## config.mk

```make
export PLATFORM = sky130hd
export DESIGN_NAME = torus3d_neighbor_list
export DESIGN_NICKNAME = d
export VERILOG_FILES = /design/src/rtl/t3n_pkg.sv /design/src/rtl/torus3d_neighbor_list.sv /design/src/rtl/t3n_split.sv /design/src/rtl/t3n_front.sv /design/src/rtl/t3n_fifo.sv /design/src/rtl/t3n_back.sv
export SDC_FILE = /design/constraint.sdc
export NUM_CORES = 1
export LEC_CHECK = 0
export ABC_AREA = 1
export BUFFER_PORTS_ARGS = -buffer_cell sky130_fd_sc_hd__buf_2
export CAP_MARGIN = 20
export CORE_ASPECT_RATIO = 1.75
export CORE_MARGIN = 10
export CORE_UTILIZATION = 30
export DETAILED_ROUTE_END_ITERATION = 16
export PLACE_DENSITY = 0.51
export SETUP_SLACK_MARGIN = 0.02
export SYNTH_ARGS = -nofsm -noshare
export SYNTH_HDL_FRONTEND = slang
export SYNTH_SLANG_ARGS = --single-unit
```

## constraint.sdc

```tcl
create_clock -name clk -period 7.7 [get_ports clk]
set_input_delay 1.54 -clock clk [delete_from_list [all_inputs] [get_ports clk]]
set_output_delay 1.54 -clock clk [all_outputs]
set_load 0.01 [all_outputs]
```

## src/rtl/t3n_pkg.sv

```systemverilog
`default_nettype none
package t3n_pkg;

  // Internal node index width, also the width of the node count register.
  localparam int CNT_W = 17;
  localparam int SIDE_W = 7;

  // Splitter divides two quotient bits per cycle.
  localparam int DIV_W = 18;
  localparam int DIV_STEPS = DIV_W / 2;
  localparam int DIV_CNT_W = $clog2(DIV_STEPS);

  // Six neighbor steps: minus x, y, z, then plus x, y, z.
  localparam int AXES = 3;
  localparam int NUM_STEPS = 2 * AXES;
  localparam int STEP_W = 3;
  localparam int NF_W = 3;

  localparam logic [1:0] AXIS_X = 2'd0;
  localparam logic [1:0] AXIS_Y = 2'd1;
  localparam logic [1:0] AXIS_Z = 2'd2;

  // Index arithmetic widths: (px*s + py) and ((px*s + py)*s + pz).
  localparam int ACC_W = 2 * SIDE_W;
  localparam int VAL_W = 3 * SIDE_W;

  localparam int FIFO_DEPTH = 2;
  localparam int FIFO_PTR_W = 1;
  localparam int FIFO_CNT_W = 2;

  localparam int CFG_IDX_W = 1;
  localparam logic [CFG_IDX_W-1:0] CFG_NODE_COUNT = 1'd0;
  localparam logic [CFG_IDX_W-1:0] CFG_CUBE_SIDE = 1'd1;

  typedef logic [CNT_W-1:0] idx_t;
  typedef logic [SIDE_W-1:0] side_t;

  // One request after coordinate split, with the coordinates of the last node.
  typedef struct packed {
    idx_t  self_idx;
    idx_t  cx;
    side_t cy;
    side_t cz;
    idx_t  lx;
    side_t ly;
    side_t lz;
    side_t side;
  } job_t;

  typedef enum logic [1:0] {
    SP_IDLE,
    SP_DIV1,
    SP_DIV2,
    SP_DONE
  } split_state_t;

  typedef enum logic [1:0] {
    F_IDLE,
    F_RUN,
    F_PUSH
  } front_state_t;

  typedef enum logic [2:0] {
    B_IDLE,
    B_POS,
    B_MUL1,
    B_MUL2,
    B_CHK,
    B_END
  } back_state_t;

endpackage
`default_nettype wire

```

## src/rtl/torus3d_neighbor_list.sv

```systemverilog
`default_nettype none
// Neighbor list of a node on a 3D torus over a partly filled cube.
//
// s_tvalid/s_tready/s_tdata carry one request item: a node index. Each request
// gives zero to six result items on m_tvalid/m_tready/m_tdata, neighbor index
// in tdata and tlast on the final neighbor. A request at or above the node
// count gives nothing; it is dropped at the edge that takes it, and the front
// can take another item at the next edge.
// The front splits the index by the cube side in two divisions and queues the
// request; it takes no new item until that request is queued. For each step
// the back runs a position state and, if the position holds a node, two
// multiply-add states and a check; each request also passes an idle and an end
// state. A two-entry queue between front and back lets the front take new
// requests while the back is still emitting. When the receiver stalls, the
// output register holds its item and the back waits; once the queue fills, the
// front holds its request and s_tready stays low. Reset (synchronous) sets
// node_count and cube_side to one and empties the queue and all state machines.
// Registers are written through cfg_we, cfg_index and cfg_data; the user must
// write them only with no request in flight, and the block does not enforce it.
module torus3d_neighbor_list #(
  parameter int INDEX_BITS = 16
) (
  input  wire logic                              clk,
  input  wire logic                              rst,
  input  wire logic                              s_tvalid,
  output logic                                   s_tready,
  // [INDEX_BITS-1:0] node_index, rest zero
  input  wire logic [((INDEX_BITS+7)/8)*8-1:0]   s_tdata,
  output logic                                   m_tvalid,
  input  wire logic                              m_tready,
  // [INDEX_BITS-1:0] neighbor_index, rest zero
  output logic [((INDEX_BITS+7)/8)*8-1:0]        m_tdata,
  output logic                                   m_tlast,
  input  wire logic                              cfg_we,
  input  wire logic [t3n_pkg::CFG_IDX_W-1:0]     cfg_index,
  input  wire logic [t3n_pkg::CNT_W-1:0]         cfg_data
);

  localparam int TDATA_W = ((INDEX_BITS + 7) / 8) * 8;

  t3n_pkg::idx_t           node_count;
  t3n_pkg::side_t          cube_side;
  logic                    push, full, pop, empty;
  t3n_pkg::job_t           push_data, pop_data;
  logic [INDEX_BITS-1:0]   out_index;

  always_ff @(posedge clk) begin
    if (rst) begin
      node_count <= t3n_pkg::idx_t'(1);
      cube_side  <= t3n_pkg::side_t'(1);
    end else if (cfg_we) begin
      case (cfg_index)
        t3n_pkg::CFG_NODE_COUNT: node_count <= cfg_data;
        t3n_pkg::CFG_CUBE_SIDE:  cube_side <= cfg_data[t3n_pkg::SIDE_W-1:0];
        default:                 node_count <= node_count;
      endcase
    end
  end

  t3n_front #(
    .INDEX_BITS (INDEX_BITS)
  ) u_front (
    .clk        (clk),
    .rst        (rst),
    .s_tvalid   (s_tvalid),
    .s_tready   (s_tready),
    .node_index (s_tdata[INDEX_BITS-1:0]),
    .node_count (node_count),
    .cube_side  (cube_side),
    .push       (push),
    .push_data  (push_data),
    .full       (full)
  );

  t3n_fifo u_fifo (
    .clk       (clk),
    .rst       (rst),
    .push      (push),
    .push_data (push_data),
    .full      (full),
    .pop       (pop),
    .pop_data  (pop_data),
    .empty     (empty)
  );

  t3n_back #(
    .INDEX_BITS (INDEX_BITS)
  ) u_back (
    .clk       (clk),
    .rst       (rst),
    .job       (pop_data),
    .empty     (empty),
    .pop       (pop),
    .m_tvalid  (m_tvalid),
    .m_tready  (m_tready),
    .out_index (out_index),
    .out_last  (m_tlast)
  );

  assign m_tdata = TDATA_W'(out_index);

endmodule
`default_nettype wire

```

## src/rtl/t3n_split.sv

```systemverilog
`default_nettype none
// Splits an index into (x, y, z): index / side gives z as remainder, the
// quotient divided by side again gives y as remainder and x as quotient.
module t3n_split (
  input  wire logic           clk,
  input  wire logic           rst,
  input  wire logic           start,
  input  wire t3n_pkg::idx_t  idx,
  input  wire t3n_pkg::side_t side,
  output logic                done,
  output t3n_pkg::idx_t       x,
  output t3n_pkg::side_t      y,
  output t3n_pkg::side_t      z
);

  t3n_pkg::split_state_t state, state_next;

  logic [t3n_pkg::DIV_W-1:0]     dq;
  logic [t3n_pkg::DIV_W-1:0]     dq_new;
  t3n_pkg::side_t                rem;
  t3n_pkg::side_t                rem_new;
  t3n_pkg::side_t                sd;
  t3n_pkg::side_t                zr;
  logic [t3n_pkg::DIV_CNT_W-1:0] cnt;
  logic                          cnt_end;
  logic                          step_en;
  logic [t3n_pkg::SIDE_W:0]      r1, r1s, r2, r2s;
  logic                          ge1, ge2;

  // Two restoring division steps per cycle.
  always_comb begin
    r1  = {rem, dq[t3n_pkg::DIV_W-1]};
    ge1 = r1 >= {1'b0, sd};
    r1s = ge1 ? r1 - {1'b0, sd} : r1;
    r2  = {r1s[t3n_pkg::SIDE_W-1:0], dq[t3n_pkg::DIV_W-2]};
    ge2 = r2 >= {1'b0, sd};
    r2s = ge2 ? r2 - {1'b0, sd} : r2;
    dq_new  = {dq[t3n_pkg::DIV_W-3:0], ge1, ge2};
    rem_new = r2s[t3n_pkg::SIDE_W-1:0];
  end

  assign cnt_end = cnt == t3n_pkg::DIV_CNT_W'(t3n_pkg::DIV_STEPS - 1);

  always_comb begin
    state_next = state;
    case (state)
      t3n_pkg::SP_IDLE: if (start) state_next = t3n_pkg::SP_DIV1;
      t3n_pkg::SP_DIV1: if (cnt_end) state_next = t3n_pkg::SP_DIV2;
      t3n_pkg::SP_DIV2: if (cnt_end) state_next = t3n_pkg::SP_DONE;
      t3n_pkg::SP_DONE: state_next = t3n_pkg::SP_IDLE;
      default:          state_next = t3n_pkg::SP_IDLE;
    endcase
  end

  always_comb begin
    done    = 1'b0;
    step_en = 1'b0;
    case (state)
      t3n_pkg::SP_DIV1: step_en = 1'b1;
      t3n_pkg::SP_DIV2: step_en = 1'b1;
      t3n_pkg::SP_DONE: done = 1'b1;
      default: begin
        done    = 1'b0;
        step_en = 1'b0;
      end
    endcase
  end

  always_ff @(posedge clk) begin
    if (rst) begin
      state <= t3n_pkg::SP_IDLE;
      cnt   <= '0;
    end else begin
      state <= state_next;
      if (start && state == t3n_pkg::SP_IDLE) begin
        cnt <= '0;
      end else if (step_en) begin
        cnt <= cnt_end ? '0 : cnt + 1'b1;
      end
    end
  end

  always_ff @(posedge clk) begin
    if (start && state == t3n_pkg::SP_IDLE) begin
      dq  <= t3n_pkg::DIV_W'(idx);
      rem <= '0;
      sd  <= side;
    end else if (step_en) begin
      dq <= dq_new;
      if (cnt_end && state == t3n_pkg::SP_DIV1) begin
        zr  <= rem_new;
        rem <= '0;
      end else begin
        rem <= rem_new;
      end
    end
  end

  assign x = dq[t3n_pkg::CNT_W-1:0];
  assign y = rem;
  assign z = zr;

endmodule
`default_nettype wire

```

## src/rtl/t3n_front.sv

```systemverilog
`default_nettype none
// Takes requests, drops those at or above the node count, and splits the
// index and the last node's index into coordinates.
module t3n_front #(
  parameter int INDEX_BITS = 16
) (
  input  wire logic                  clk,
  input  wire logic                  rst,
  input  wire logic                  s_tvalid,
  output logic                       s_tready,
  input  wire logic [INDEX_BITS-1:0] node_index,
  input  wire t3n_pkg::idx_t         node_count,
  input  wire t3n_pkg::side_t        cube_side,
  output logic                       push,
  output t3n_pkg::job_t              push_data,
  input  wire logic                  full
);

  localparam int CMP_W = ((INDEX_BITS > t3n_pkg::CNT_W) ? INDEX_BITS : t3n_pkg::CNT_W) + 1;

  t3n_pkg::front_state_t state, state_next;

  logic [CMP_W-1:0] cap;
  logic [CMP_W-1:0] cnt_ext;
  logic [CMP_W-1:0] eff_cnt;
  logic [CMP_W-1:0] idx_ext;
  logic [CMP_W-1:0] last_ext;
  logic             in_range;
  logic             start;
  t3n_pkg::side_t   side_c;
  t3n_pkg::idx_t    self_r;
  t3n_pkg::side_t   side_r;
  logic             done_s, done_l;
  t3n_pkg::idx_t    xs, xl;
  t3n_pkg::side_t   ys, zs, yl, zl;

  always_comb begin
    cap      = CMP_W'(1) << INDEX_BITS;
    cnt_ext  = CMP_W'(node_count);
    eff_cnt  = (cnt_ext > cap) ? cap : cnt_ext;
    idx_ext  = CMP_W'(node_index);
    in_range = idx_ext < eff_cnt;
    last_ext = eff_cnt - 1'b1;
    side_c   = (cube_side == '0) ? t3n_pkg::side_t'(1) : cube_side;
  end

  assign start = s_tvalid && s_tready && in_range;

  t3n_split u_split_self (
    .clk   (clk),
    .rst   (rst),
    .start (start),
    .idx   (idx_ext[t3n_pkg::CNT_W-1:0]),
    .side  (side_c),
    .done  (done_s),
    .x     (xs),
    .y     (ys),
    .z     (zs)
  );

  t3n_split u_split_last (
    .clk   (clk),
    .rst   (rst),
    .start (start),
    .idx   (last_ext[t3n_pkg::CNT_W-1:0]),
    .side  (side_c),
    .done  (done_l),
    .x     (xl),
    .y     (yl),
    .z     (zl)
  );

  always_comb begin
    state_next = state;
    case (state)
      t3n_pkg::F_IDLE: if (start) state_next = t3n_pkg::F_RUN;
      t3n_pkg::F_RUN:  if (done_s && done_l) state_next = t3n_pkg::F_PUSH;
      t3n_pkg::F_PUSH: if (!full) state_next = t3n_pkg::F_IDLE;
      default:         state_next = t3n_pkg::F_IDLE;
    endcase
  end

  always_comb begin
    s_tready = 1'b0;
    push     = 1'b0;
    case (state)
      t3n_pkg::F_IDLE: s_tready = 1'b1;
      t3n_pkg::F_PUSH: push = !full;
      default: begin
        s_tready = 1'b0;
        push     = 1'b0;
      end
    endcase
  end

  always_ff @(posedge clk) begin
    if (rst) begin
      state <= t3n_pkg::F_IDLE;
    end else begin
      state <= state_next;
    end
  end

  always_ff @(posedge clk) begin
    if (start) begin
      self_r <= idx_ext[t3n_pkg::CNT_W-1:0];
      side_r <= side_c;
    end
  end

  always_comb begin
    push_data.self_idx = self_r;
    push_data.cx       = xs;
    push_data.cy       = ys;
    push_data.cz       = zs;
    push_data.lx       = xl;
    push_data.ly       = yl;
    push_data.lz       = zl;
    push_data.side     = side_r;
  end

endmodule
`default_nettype wire

```

## src/rtl/t3n_fifo.sv

```systemverilog
`default_nettype none
module t3n_fifo (
  input  wire logic          clk,
  input  wire logic          rst,
  input  wire logic          push,
  input  wire t3n_pkg::job_t push_data,
  output logic               full,
  input  wire logic          pop,
  output t3n_pkg::job_t      pop_data,
  output logic               empty
);

  t3n_pkg::job_t                  mem [t3n_pkg::FIFO_DEPTH];
  logic [t3n_pkg::FIFO_PTR_W-1:0] wr_ptr, rd_ptr;
  logic [t3n_pkg::FIFO_CNT_W-1:0] count;

  assign full     = count == t3n_pkg::FIFO_CNT_W'(t3n_pkg::FIFO_DEPTH);
  assign empty    = count == '0;
  assign pop_data = mem[rd_ptr];

  always_ff @(posedge clk) begin
    if (rst) begin
      wr_ptr <= '0;
      rd_ptr <= '0;
      count  <= '0;
    end else begin
      if (push && !full) wr_ptr <= wr_ptr + 1'b1;
      if (pop && !empty) rd_ptr <= rd_ptr + 1'b1;
      case ({push && !full, pop && !empty})
        2'b10:   count <= count + 1'b1;
        2'b01:   count <= count - 1'b1;
        default: count <= count;
      endcase
    end
  end

  always_ff @(posedge clk) begin
    if (push && !full) mem[wr_ptr] <= push_data;
  end

endmodule
`default_nettype wire

```

## src/rtl/t3n_back.sv

```systemverilog
`default_nettype none
// Walks the six neighbor steps of one request, turns each chosen position into
// an index, drops the node itself and repeats, and streams the survivors.
// One found neighbor is held back so that the final one can carry the last mark.
module t3n_back #(
  parameter int INDEX_BITS = 16
) (
  input  wire logic          clk,
  input  wire logic          rst,
  input  wire t3n_pkg::job_t job,
  input  wire logic          empty,
  output logic               pop,
  output logic               m_tvalid,
  input  wire logic          m_tready,
  output logic [INDEX_BITS-1:0] out_index,
  output logic               out_last
);

  t3n_pkg::back_state_t state, state_next;

  t3n_pkg::job_t                ent;
  logic [t3n_pkg::STEP_W-1:0]   step;
  logic [1:0]                   axis;
  logic                         minus;
  logic                         last_step;
  t3n_pkg::idx_t [2:0]          cc, ll;
  t3n_pkg::idx_t [2:0]          p_step, p_zero, p_wrap, pos_c;
  t3n_pkg::idx_t                s_ext, s_max, ca, la, bound, t_wrap;
  logic                         pre_lt, pre_eq, suf_le, wrap_none, ok_c;
  t3n_pkg::side_t [2:0]         pos;
  logic [t3n_pkg::ACC_W-1:0]    acc;
  logic [t3n_pkg::VAL_W-1:0]    val;
  t3n_pkg::idx_t                found [t3n_pkg::NUM_STEPS];
  logic [t3n_pkg::NF_W-1:0]     nf;
  t3n_pkg::idx_t                pend;
  logic                         pend_valid;
  logic                         dup, keep, out_free, hold_chk;
  logic                         step_adv, found_add, out_load, out_last_val;

  function automatic logic holds_node(t3n_pkg::idx_t [2:0] p, t3n_pkg::idx_t [2:0] l,
                                      t3n_pkg::idx_t s);
    logic in_cube;
    logic le;
    in_cube = (p[0] < s) && (p[1] < s) && (p[2] < s);
    le = (p[0] < l[0]) || ((p[0] == l[0]) &&
         ((p[1] < l[1]) || ((p[1] == l[1]) && (p[2] <= l[2]))));
    return in_cube && le;
  endfunction

  // Candidate position for the current step. A position holds a node when it is
  // inside the cube and not past the last node's coordinates.
  always_comb begin
    minus     = step < t3n_pkg::STEP_W'(t3n_pkg::AXES);
    axis      = minus ? step[1:0] : 2'(step - t3n_pkg::STEP_W'(t3n_pkg::AXES));
    last_step = step == t3n_pkg::STEP_W'(t3n_pkg::NUM_STEPS - 1);
    cc[0] = ent.cx;
    cc[1] = t3n_pkg::idx_t'(ent.cy);
    cc[2] = t3n_pkg::idx_t'(ent.cz);
    ll[0] = ent.lx;
    ll[1] = t3n_pkg::idx_t'(ent.ly);
    ll[2] = t3n_pkg::idx_t'(ent.lz);
    s_ext = t3n_pkg::idx_t'(ent.side);
    s_max = s_ext - 1'b1;
    ca    = cc[axis];
    la    = ll[axis];

    p_step       = cc;
    p_step[axis] = minus ? ca - 1'b1 : ca + 1'b1;
    p_zero       = cc;
    p_zero[axis] = '0;

    // The wrap from coordinate zero lands on the highest coordinate that still
    // keeps the position at or before the last node.
    case (axis)
      t3n_pkg::AXIS_X: begin
        pre_lt = 1'b0;
        pre_eq = 1'b1;
        suf_le = (cc[1] < ll[1]) || ((cc[1] == ll[1]) && (cc[2] <= ll[2]));
      end
      t3n_pkg::AXIS_Y: begin
        pre_lt = cc[0] < ll[0];
        pre_eq = cc[0] == ll[0];
        suf_le = cc[2] <= ll[2];
      end
      default: begin
        pre_lt = (cc[0] < ll[0]) || ((cc[0] == ll[0]) && (cc[1] < ll[1]));
        pre_eq = (cc[0] == ll[0]) && (cc[1] == ll[1]);
        suf_le = 1'b1;
      end
    endcase
    wrap_none = 1'b0;
    if (pre_lt) begin
      bound = s_max;
    end else if (pre_eq && suf_le) begin
      bound = la;
    end else if (pre_eq && la != '0) begin
      bound = la - 1'b1;
    end else begin
      bound     = '0;
      wrap_none = 1'b1;
    end
    t_wrap       = (bound > s_max) ? s_max : bound;
    p_wrap       = cc;
    p_wrap[axis] = t_wrap;

    if (minus && ca == '0) begin
      pos_c = p_wrap;
      ok_c  = !wrap_none && holds_node(p_wrap, ll, s_ext);
    end else if (holds_node(p_step, ll, s_ext)) begin
      pos_c = p_step;
      ok_c  = 1'b1;
    end else begin
      pos_c = p_zero;
      ok_c  = holds_node(p_zero, ll, s_ext);
    end
  end

  always_comb begin
    dup = 1'b0;
    for (int k = 0; k < t3n_pkg::NUM_STEPS; k++) begin
      if (t3n_pkg::NF_W'(k) < nf && found[k] == val[t3n_pkg::CNT_W-1:0]) dup = 1'b1;
    end
    keep     = (val != t3n_pkg::VAL_W'(ent.self_idx)) && !dup;
    out_free = !m_tvalid || m_tready;
    hold_chk = keep && pend_valid && !out_free;
  end

  always_comb begin
    state_next = state;
    case (state)
      t3n_pkg::B_IDLE: if (!empty) state_next = t3n_pkg::B_POS;
      t3n_pkg::B_POS: begin
        if (ok_c) state_next = t3n_pkg::B_MUL1;
        else state_next = last_step ? t3n_pkg::B_END : t3n_pkg::B_POS;
      end
      t3n_pkg::B_MUL1: state_next = t3n_pkg::B_MUL2;
      t3n_pkg::B_MUL2: state_next = t3n_pkg::B_CHK;
      t3n_pkg::B_CHK: begin
        if (!hold_chk) state_next = last_step ? t3n_pkg::B_END : t3n_pkg::B_POS;
      end
      t3n_pkg::B_END: if (!pend_valid || out_free) state_next = t3n_pkg::B_IDLE;
      default: state_next = t3n_pkg::B_IDLE;
    endcase
  end

  always_comb begin
    pop          = 1'b0;
    step_adv     = 1'b0;
    found_add    = 1'b0;
    out_load     = 1'b0;
    out_last_val = 1'b0;
    case (state)
      t3n_pkg::B_IDLE: pop = !empty;
      t3n_pkg::B_POS:  step_adv = !ok_c;
      t3n_pkg::B_CHK: begin
        step_adv  = !hold_chk;
        found_add = keep && (!pend_valid || out_free);
        out_load  = keep && pend_valid && out_free;
      end
      t3n_pkg::B_END: begin
        out_load     = pend_valid && out_free;
        out_last_val = 1'b1;
      end
      default: begin
        pop      = 1'b0;
        step_adv = 1'b0;
      end
    endcase
  end

  always_ff @(posedge clk) begin
    if (rst) begin
      state      <= t3n_pkg::B_IDLE;
      step       <= '0;
      nf         <= '0;
      pend_valid <= 1'b0;
      m_tvalid   <= 1'b0;
    end else begin
      state <= state_next;
      if (pop) begin
        step       <= '0;
        nf         <= '0;
        pend_valid <= 1'b0;
      end else begin
        if (step_adv) step <= step + 1'b1;
        if (found_add) begin
          nf         <= nf + 1'b1;
          pend_valid <= 1'b1;
        end else if (out_load && state == t3n_pkg::B_END) begin
          pend_valid <= 1'b0;
        end
      end
      if (out_load) m_tvalid <= 1'b1;
      else if (m_tready) m_tvalid <= 1'b0;
    end
  end

  always_ff @(posedge clk) begin
    if (pop) ent <= job;
    if (state == t3n_pkg::B_POS) begin
      for (int i = 0; i < t3n_pkg::AXES; i++) pos[i] <= pos_c[i][t3n_pkg::SIDE_W-1:0];
    end
    if (state == t3n_pkg::B_MUL1) begin
      acc <= t3n_pkg::ACC_W'(pos[0]) * t3n_pkg::ACC_W'(ent.side) + t3n_pkg::ACC_W'(pos[1]);
    end
    if (state == t3n_pkg::B_MUL2) begin
      val <= t3n_pkg::VAL_W'(acc) * t3n_pkg::VAL_W'(ent.side) + t3n_pkg::VAL_W'(pos[2]);
    end
    if (found_add) begin
      found[nf] <= val[t3n_pkg::CNT_W-1:0];
      pend      <= val[t3n_pkg::CNT_W-1:0];
    end
    if (out_load) begin
      out_index <= INDEX_BITS'(pend);
      out_last  <= out_last_val;
    end
  end

endmodule
`default_nettype wire
```

==> flow_summary_export.csv <==
group,metric,value,unit
routing,drc,0,
outcome,status,"completed",
routing,drt-met1-wl,40400,um
sta,finalSetupViolCount,0,
cts,clk_latency,670,ps
critical_path,slowest_stage,"dfxtp_1",
sta,rsz0062_at_grt,"false",
global_route,track_usage,16.9,%
synthesis,synth.avg_cell_area,9.30,um^2
sta,relSlewSlack,28.3,%
critical_path,cp_common_cell,"nand2_1",
synthesis,synth-seq-cells,600,
sta,slew_viol_final,0,
sta,worst_slew_pin_slew,1070,ps
routing,ant_nets,0,
floorplanning,num_rows,171,
critical_path,cp-end-kind,"flip-flop",
routing,wl_per_cell,20.6,um
cts,cts_tree,"yes",
routing,wirelength,120000,um
global_route,first_global_vias,28900,
floorplanning,ioPinCount,58,
floorplanning,die_area,140000,um^2
synthesis,syn-num-nets,4520,
cts,htree_levels,2,
routing,top_layer,"met4",
synthesis,synth_area_leaders,"edfxtp_1 43%, ha_1 12%, nand2_1 11%, fa_1 5.5%, inv_1 5.2%",
sta,skew,32.8,ps
synthesis,netlist_area,37400,um^2
place,dp_hpwl,95600,um
critical_path,path_class,"reg2reg",
place,gp_congestion,0.987,
synthesis,synth_top_cell_by_area,"edfxtp_1",
critical_path,worst_setup_path_start_kind,"flip-flop",
global_route,grt_pass1_wl,178000,um
cells_and_area,finalNonFillerCells,5832,
min_path,hold_class,"reg2reg",
synthesis,async_flop_share,0,%
floorplanning,core-area,124000,um^2
cells_and_area,n_fill_cell,12900,
cells_and_area,fin_nets,4634,
global_route,overflow,0,
synthesis,synth_top_area_share,42.5,%
routing,dr.pass1.iters,6,
global_route,grt_max_degree,78,
floorplanning,die_height,487,um
sta,layout_min_cycle_time,7070,ps
cts,ctsRootBufferMaster,"clkbuf_16",
synthesis,synth-edff-count,530,
cells_and_area,area_growth,12.8,%
synthesis,netlist_instances,4024,
synthesis,synth_warnings,0,
sta,setup-tns-final,0,ps
routing,drtIter0Drc,1663,
critical_path,worstPathRequired,8260,ps
routing,vias,28200,
global_route,antenna_found_initial,3,
cts,cts.sinks,600,
synthesis,synth_cell_types,72,
cts,numCtsBuffers,59,
run,drv_cap,0,
critical_path,arrival,7630,ps
synthesis,yosysMostFrequentCell,"nand2_1",
place,portBuffers,57,
cts,hold_buffers,0,
critical_path,critPathMaxStageDelay,560,ps
sta,max_freq,141,MHz
cts,cts_buffer_depth,3,
cts,clk_pin_slew,70,ps
critical_path,crit_fanout,21,
routing,vias_per_cell,4.83,
sta,period_share,91.8,%
sta,hold_viol,0,
floorplanning,initial_core_util,30.2,%
cells_and_area,final_layout_size_suffix_gt1_share,8.12,%
synthesis,synth_top_cells_by_count,"1096 x nand2_1, 530 x edfxtp_1, 514 x inv_1",
synthesis,synth-seq-area-share,46.3,%
routing,route.met2.wl,66800,um
routing,route.met3.wl,3660,um
synthesis,ys.flop_type,"edfxtp_1",
floorplanning,fp.dieW,287,um
place,dp_cells,5718,
per-stage QoR:
stage / utilization (%) / setup WS (ps) / cell area (um^2) / hold WS (ps)
after floorplan: - / 2060 / 37400 / 400
after CTS: 34.0 / 545 / 42200 / 410
final: 34.0 / 631 / 42200 / 408
after detailed placement: 32.3 / 571 / 40100 / 405
after global placement: 32.3 / 667 / 40100 / 402
after global routing: 34.0 / 48.5 / 42200 / 412
flip-flops by register name (all words and copies together) (netlist names), 16 cells and up:
signal and count:
u_back.out_index 16, u_back.cc 31, node_count 17, u_back.found 102
u_back.val 21, u_fifo.mem 170, u_back.pend 16, u_front.u_split_self.dq 18
u_front.self_r 16, u_back.ent 54, u_back.pos 21, u_front.u_split_last.dq 18
worst paths after layout:
kind | endpoint | startpoint | slack (ps) | depth (start not counted)
worst min-delay path | u_back.out_index[4] | u_back.pend[4] | 410 | 0
worst max register to register | u_back.step[1] | u_back.step[2] | 630 | 38
worst max-delay path | u_back.step[1] | u_back.step[2] | 630 | 38
worst min register to register | u_back.out_index[4] | u_back.pend[4] | 410 | 0
cell families after synthesis:
logic type,Yosys count,share of synthesized area (%)
compound gates,543,8.32
xor+xnor,119,2.78
fa+ha+maj,457,17.3
buf+inv,643,6.67
flops,600,46.3
mux,1,0.0267
simple gates,1661,18.6
placed cells by master (no fill, tap or decap), types with 45 or more instances in the layout:
cell / n
nand3_1: 153
fa_1: 102
o21ai_0: 207
nor2_1: 228
nand2_1: 1096
dfxtp_1: 69
edfxtp_1: 530
buf_4: 102
a21oi_1: 184
xnor2_1: 46
clkbuf_16: 61
xor2_1: 73
buf_2: 58
nand4_1: 45
inv_1: 513
ha_1: 355
repair_timing:
action / in CTS / in global routing
setup buffers: 0 / 0
setup endpoints to repair: 0 / 5
resized for setup: 0 / 1
critical path: cells and delay by family, from the launching register on:
family          cells  cell delay, ps
simple gates       17            2080
compound gates     13            2730
buf+inv             6             960
fa+ha+maj           2             610
flops               1             560
layer usage:
metal | GRT usage, % | up-vias
li1 | - | 13700
met1 | 15.7 | 13500
met2 | 33.5 | 630
met3 | 1.77 | 339
met4 | 11.8 | 0
met5 | 0 | -
cell type report:
class	instances	area, um^2	area share, %
clock buffer	79	1650	3.92
sequential	600	17300	41.0
clock inverter	32	375	0.889
tap	1643	2060	4.87
multi-input combinational	2781	17700	41.9
antenna	1	2.50	0.00593
timing repair buffer	163	1130	2.68
inverter	533	2010	4.76
Power is left out: the tool's default activity adds up to more than one toggle a clock period on the data nets, which glitch-free logic cannot reach.
